### config.mk
export PLATFORM = sky130hd
export DESIGN_NAME = jcs_divider
export DESIGN_NICKNAME = d
export VERILOG_FILES = /design/src/rtl/joint_command_shaper_assert.svh /design/src/rtl/jcs_pkg.sv /design/src/rtl/jcs_divider.sv
export SDC_FILE = /design/constraint.sdc
export NUM_CORES = 1
export LEC_CHECK = 0
export BUFFER_PORTS_ARGS = -buffer_cell sky130_fd_sc_hd__buf_2
export CAP_MARGIN = 20
export CORE_MARGIN = 2
export CORE_UTILIZATION = 35
export DETAILED_ROUTE_END_ITERATION = 6
export GPL_TIMING_DRIVEN = 0
export PLACE_DENSITY = 0.62
export SETUP_SLACK_MARGIN = 0.15
export SLEW_MARGIN = 15
export SYNTH_ARGS = -nofsm -noshare
export SYNTH_HDL_FRONTEND = slang
export SYNTH_SLANG_ARGS = --single-unit
### constraint.sdc
create_clock -name clk -period 13.8 [get_ports clk]
set_input_delay 0.69 -clock clk [delete_from_list [all_inputs] [get_ports clk]]
set_output_delay 0.69 -clock clk [all_outputs]
set_load 0.02 [all_outputs]
### src/rtl/joint_command_shaper_assert.svh
// assertion macros for the joint command shaper
`ifndef JOINT_COMMAND_SHAPER_ASSERT_SVH
`define JOINT_COMMAND_SHAPER_ASSERT_SVH

// implication checked on every rising edge outside reset
`define JCS_ASSERT_IMP(label, clk, rst, ante, cons) \
  label: assert property (@(posedge clk) disable iff (rst) (ante) |-> (cons)) \
    else $error("assertion failed");

// implication whose consequent is checked in the cycle after the antecedent
`define JCS_ASSERT_NEXT(label, clk, rst, ante, cons) \
  label: assert property (@(posedge clk) disable iff (rst) (ante) |=> (cons)) \
    else $error("assertion failed");

`endif

### src/rtl/jcs_pkg.sv
`default_nettype none
package jcs_pkg;

  localparam int unsigned AngleW = 32;
  localparam int unsigned VelW = 31;
  localparam int unsigned AlphaW = 17;
  localparam int unsigned CyclesW = 16;
  localparam int unsigned DtW = 21;
  localparam int unsigned MaxJoints = 7;

  typedef enum logic [1:0] {
    OP_TICK = 2'd0,
    OP_GOAL = 2'd1,
    OP_HOLD = 2'd2,
    OP_SYNC = 2'd3
  } op_t;

  typedef enum logic [1:0] {
    REG_MAX_VELOCITY = 2'd0,
    REG_SMOOTHING_ALPHA = 2'd1,
    REG_RAMP_CYCLES = 2'd2
  } reg_idx_t;

  typedef enum logic [3:0] {
    ST_IDLE,
    ST_LIMIT,
    ST_READ,
    ST_FILT_MUL,
    ST_FILT_DIV,
    ST_FILT_WR,
    ST_RAMP_MUL,
    ST_RAMP_GO,
    ST_RAMP_DIV,
    ST_SLEW,
    ST_OUT
  } state_t;

  // request to the shared divider
  typedef struct packed {
    logic        start;
    logic [63:0] num;
    logic [16:0] den;
  } div_req_t;

  typedef struct packed {
    logic        done;
    logic [47:0] quo;
  } div_rsp_t;

endpackage
`default_nettype wire

### src/rtl/jcs_divider.sv
`default_nettype none
// unsigned restoring divider, one quotient bit per cycle
module jcs_divider (
  input  wire logic              clk,
  input  wire logic              rst,
  input  wire jcs_pkg::div_req_t req,
  output jcs_pkg::div_rsp_t      rsp
);
  logic [63:0] num;
  logic [16:0] den;
  logic [17:0] rem;
  logic [6:0]  cnt;
  logic        busy;
  logic        done;
  logic [17:0] trial;

  assign trial = {rem[16:0], num[63]} - {1'b0, den};

  // shift and subtract loop
  always_ff @(posedge clk) begin
    if (rst) begin
      busy <= 1'b0;
      cnt <= '0;
      done <= 1'b0;
    end else begin
      done <= 1'b0;
      if (req.start) begin
        busy <= 1'b1;
        cnt <= 7'd64;
        num <= req.num;
        den <= req.den;
        rem <= '0;
      end else if (busy) begin
        if (!trial[17]) begin
          rem <= trial;
          num <= {num[62:0], 1'b1};
        end else begin
          rem <= {rem[16:0], num[63]};
          num <= {num[62:0], 1'b0};
        end
        cnt <= cnt - 7'd1;
        if (cnt == 7'd1) begin
          busy <= 1'b0;
          done <= 1'b1;
        end
      end
    end
  end

  assign rsp = {done, num[47:0]};
endmodule
`default_nettype wire
==> results.toml <==
[worst_setup_path]
cp.required_ns = 13.86
max_stage_delay_ns = 0.58
arrival_ns = 3.35
rr_startpoint = "rem[13]"
worstPathMaxFanout = 25
cp_slowest_cell = "clkbuf_1"
end_kind = "register"
cp-start-kind = "input port"
startpoint = "req[81]"
critPathKind = "in -> reg"
crit_path_cell_trace = "clkbuf_1 > clkbuf_1 > buf_1 > nor2_1 > nor2_4 > buf_16 > buf_12 > buf_16"

[timing]
finalSetupTns_ns = 0
slew_violations = 0
hold_viol_final = 0
post-route-period-util = 0.238
setup-violations-final = 0
rsz0062_at_grt = "no"
fmax_mhz = 304
relSlewSlack = 0.402
skew_ns = 0.00825
finalCriticalPeriod_ns = 3.29
worst_pin_slew_ns = 0.895

[die]
ioPinCount = 133
dieArea_mm2 = 0.0176
initial_utilization = 0.353
die_h_um = 133
rows = 47
core_area_mm2 = 0.0164
dieWidth_um = 133

[place]
io_buffer_count = 131
place.gp.congestion = 0.854
dp_hpwl_um = 9240

[power_and_ir_drop]
vdd_drop_max_mv = 0.0701
power_density_mw_per_mm2 = 118
power_mw = 0.836
p_leak_nw = 2.93

[drt]
drt_iter0_drc = 178
drc = 0
vias = 4009
totalWireLength_um = 12400
ant_nets = 0
dr.pass1.iters = 4
avgRoutedWirePerCell_um = 14.8
via_per_inst = 4.80

[cts]
htreeDepth = 3
postCtsResizedCells = 0
cts_root_buf = "clkbuf_16"
clk_path_buf_depth = 2
insertion_delay_ns = 0.35
ctsHoldBuffers = 0
clkSlewWorstSetupHoldPaths_ns = 0.07
post_cts_buffers = 0
cts.sinks = 107
numCtsBuffers = 9
cts_tree = "yes"

[grt]
grt_pass1_vias = 4106
grt_max_degree = 26
grt_pass1_wl_um = 20100
grt_usage = 0.143
grt_overflow = 0
antenna_found_initial = 0

[synthesis]
synth_cell_types = 53
syn_nets = 568
yosysTopAreaCell = "edfxtp_1"
ys_async_sr_fraction = 0
synth_top_area_frac = 0.508
yosysSeqAreaShare = 0.539
ys_top_cells_by_count = "98 x edfxtp_1, 64 x mux2_2, 50 x buf_4, 28 x nand2_1, 25 x a21oi_1"
synth_area_per_cell_um2 = 12.5
yosys-top-cells-area = "edfxtp_1 51%, mux2_2 12%, buf_4 6.5%, ha_1 4.1%, dfxtp_1 3.1%"
syn_area_mm2 = 0.00580
synth-edff-count = 98
synth_most_common_cell = "edfxtp_1"
postSynthCellCount = 464
ys_warn_count = 0
ys_seq_elements = 107
ys.flop_type = "edfxtp_1"

[hold_path]
hp-start = "cnt[1]"
hold_class = "reg -> reg"

[final_layout]
drive_gt1_frac = 0.449
final_net_count = 714
antenna_cells = 0
area_growth_pct = 22.5

[job]
maxCapViolations = 0

[outcome]
status = "complete, no violations"
==> worst max-delay path: cells and delay by family <==
family / cells / cell delay, ns
and+or+nand+nor: 2 / 0.52
buffers and inverters: 6 / 2.12
==> cell type report <==
type                    instances  area (um^2)
plain buffers                  65          445
fillers                      1544         9310
well taps                     220          275
flip-flops and latches        107         3120
inverters                      23         86.3
multi-input cells             269         2150
clock buffers                   9          225
clock inverters                 7         50.0
repair buffers                135          742
==> worst paths after layout <==
path                  end  slack [ns]  cells past startpoint
setup / recovery  num[17]       10.51                      8
hold / removal     cnt[1]        0.50                      2
setup reg to reg  rem[10]       10.91                      8
hold reg to reg    cnt[1]        0.50                      2
==> state kept, by name, summed over array words and instances (netlist names) <==
register	count
num	64
rem	17
cnt	7
den	17
done	1
busy	1
==> kinds of logic after synthesis <==
family / count (synthesis) / synth area share
xor+xnor: 14 / 0.0212
compound gates: 79 / 0.0924
flops: 107 / 0.539
fa+ha+maj: 20 / 0.0445
simple gates: 84 / 0.0732
mux: 72 / 0.138
buf+inv: 88 / 0.0918
==> where the power goes <==
group          internal [mW]  switching, mW
logic                 0.0890          0.104
registers              0.385         0.0118
clock network          0.124          0.122
total                  0.598          0.238
==> stage by stage <==
stage / utilization / setup slack [ns] / instance area [um^2] / instances / hold slack [ns]
after detailed placement: 0.416 / 10.02 / 6820 / 819 / 0.493
after global placement: 0.410 / 5.89 / 6730 / 815 / 0.482
after global routing: 0.433 / 10.24 / 7100 / 835 / 0.500
after floorplan: - / 8.26 / 5800 / 464 / 0.469
after CTS: 0.433 / 10.38 / 7100 / 835 / 0.498
final: 0.433 / 10.51 / 7100 / 835 / 0.504
==> per-layer routing <==
| metal | global-route usage | share of wire |
|---|---|---|
| met2 | 0.239 | 0.49 |
| met1 | 0.174 | 0.43 |
| met4 | 0.0717 | 0.035 |
| met3 | 0.0307 | 0.045 |
| met5 | 0 | 0 |
==> cells in the final DEF, fill, tap and decap left out, types with 3 or more instances in the layout <==
cell	count
a211oi_1	5
a21o_1	3
a21oi_1	25
a31oi_1	3
buf_2	133
buf_4	50
clkbuf_1	11
clkbuf_16	9
dfxtp_1	9
edfxtp_1	98
ha_1	19
inv_1	23
mux2_2	64
mux2i_1	8
nand2_1	28
nand3_1	5
nand4_1	7
nor2_1	17
nor2b_1	4
nor3_1	3
o21a_1	6
o21ai_0	12
o311ai_0	3
o31ai_1	6
or3_1	3
or4_1	3
xnor2_1	8
xor2_1	6
Note: power is estimated with default switching activity, not from simulation.
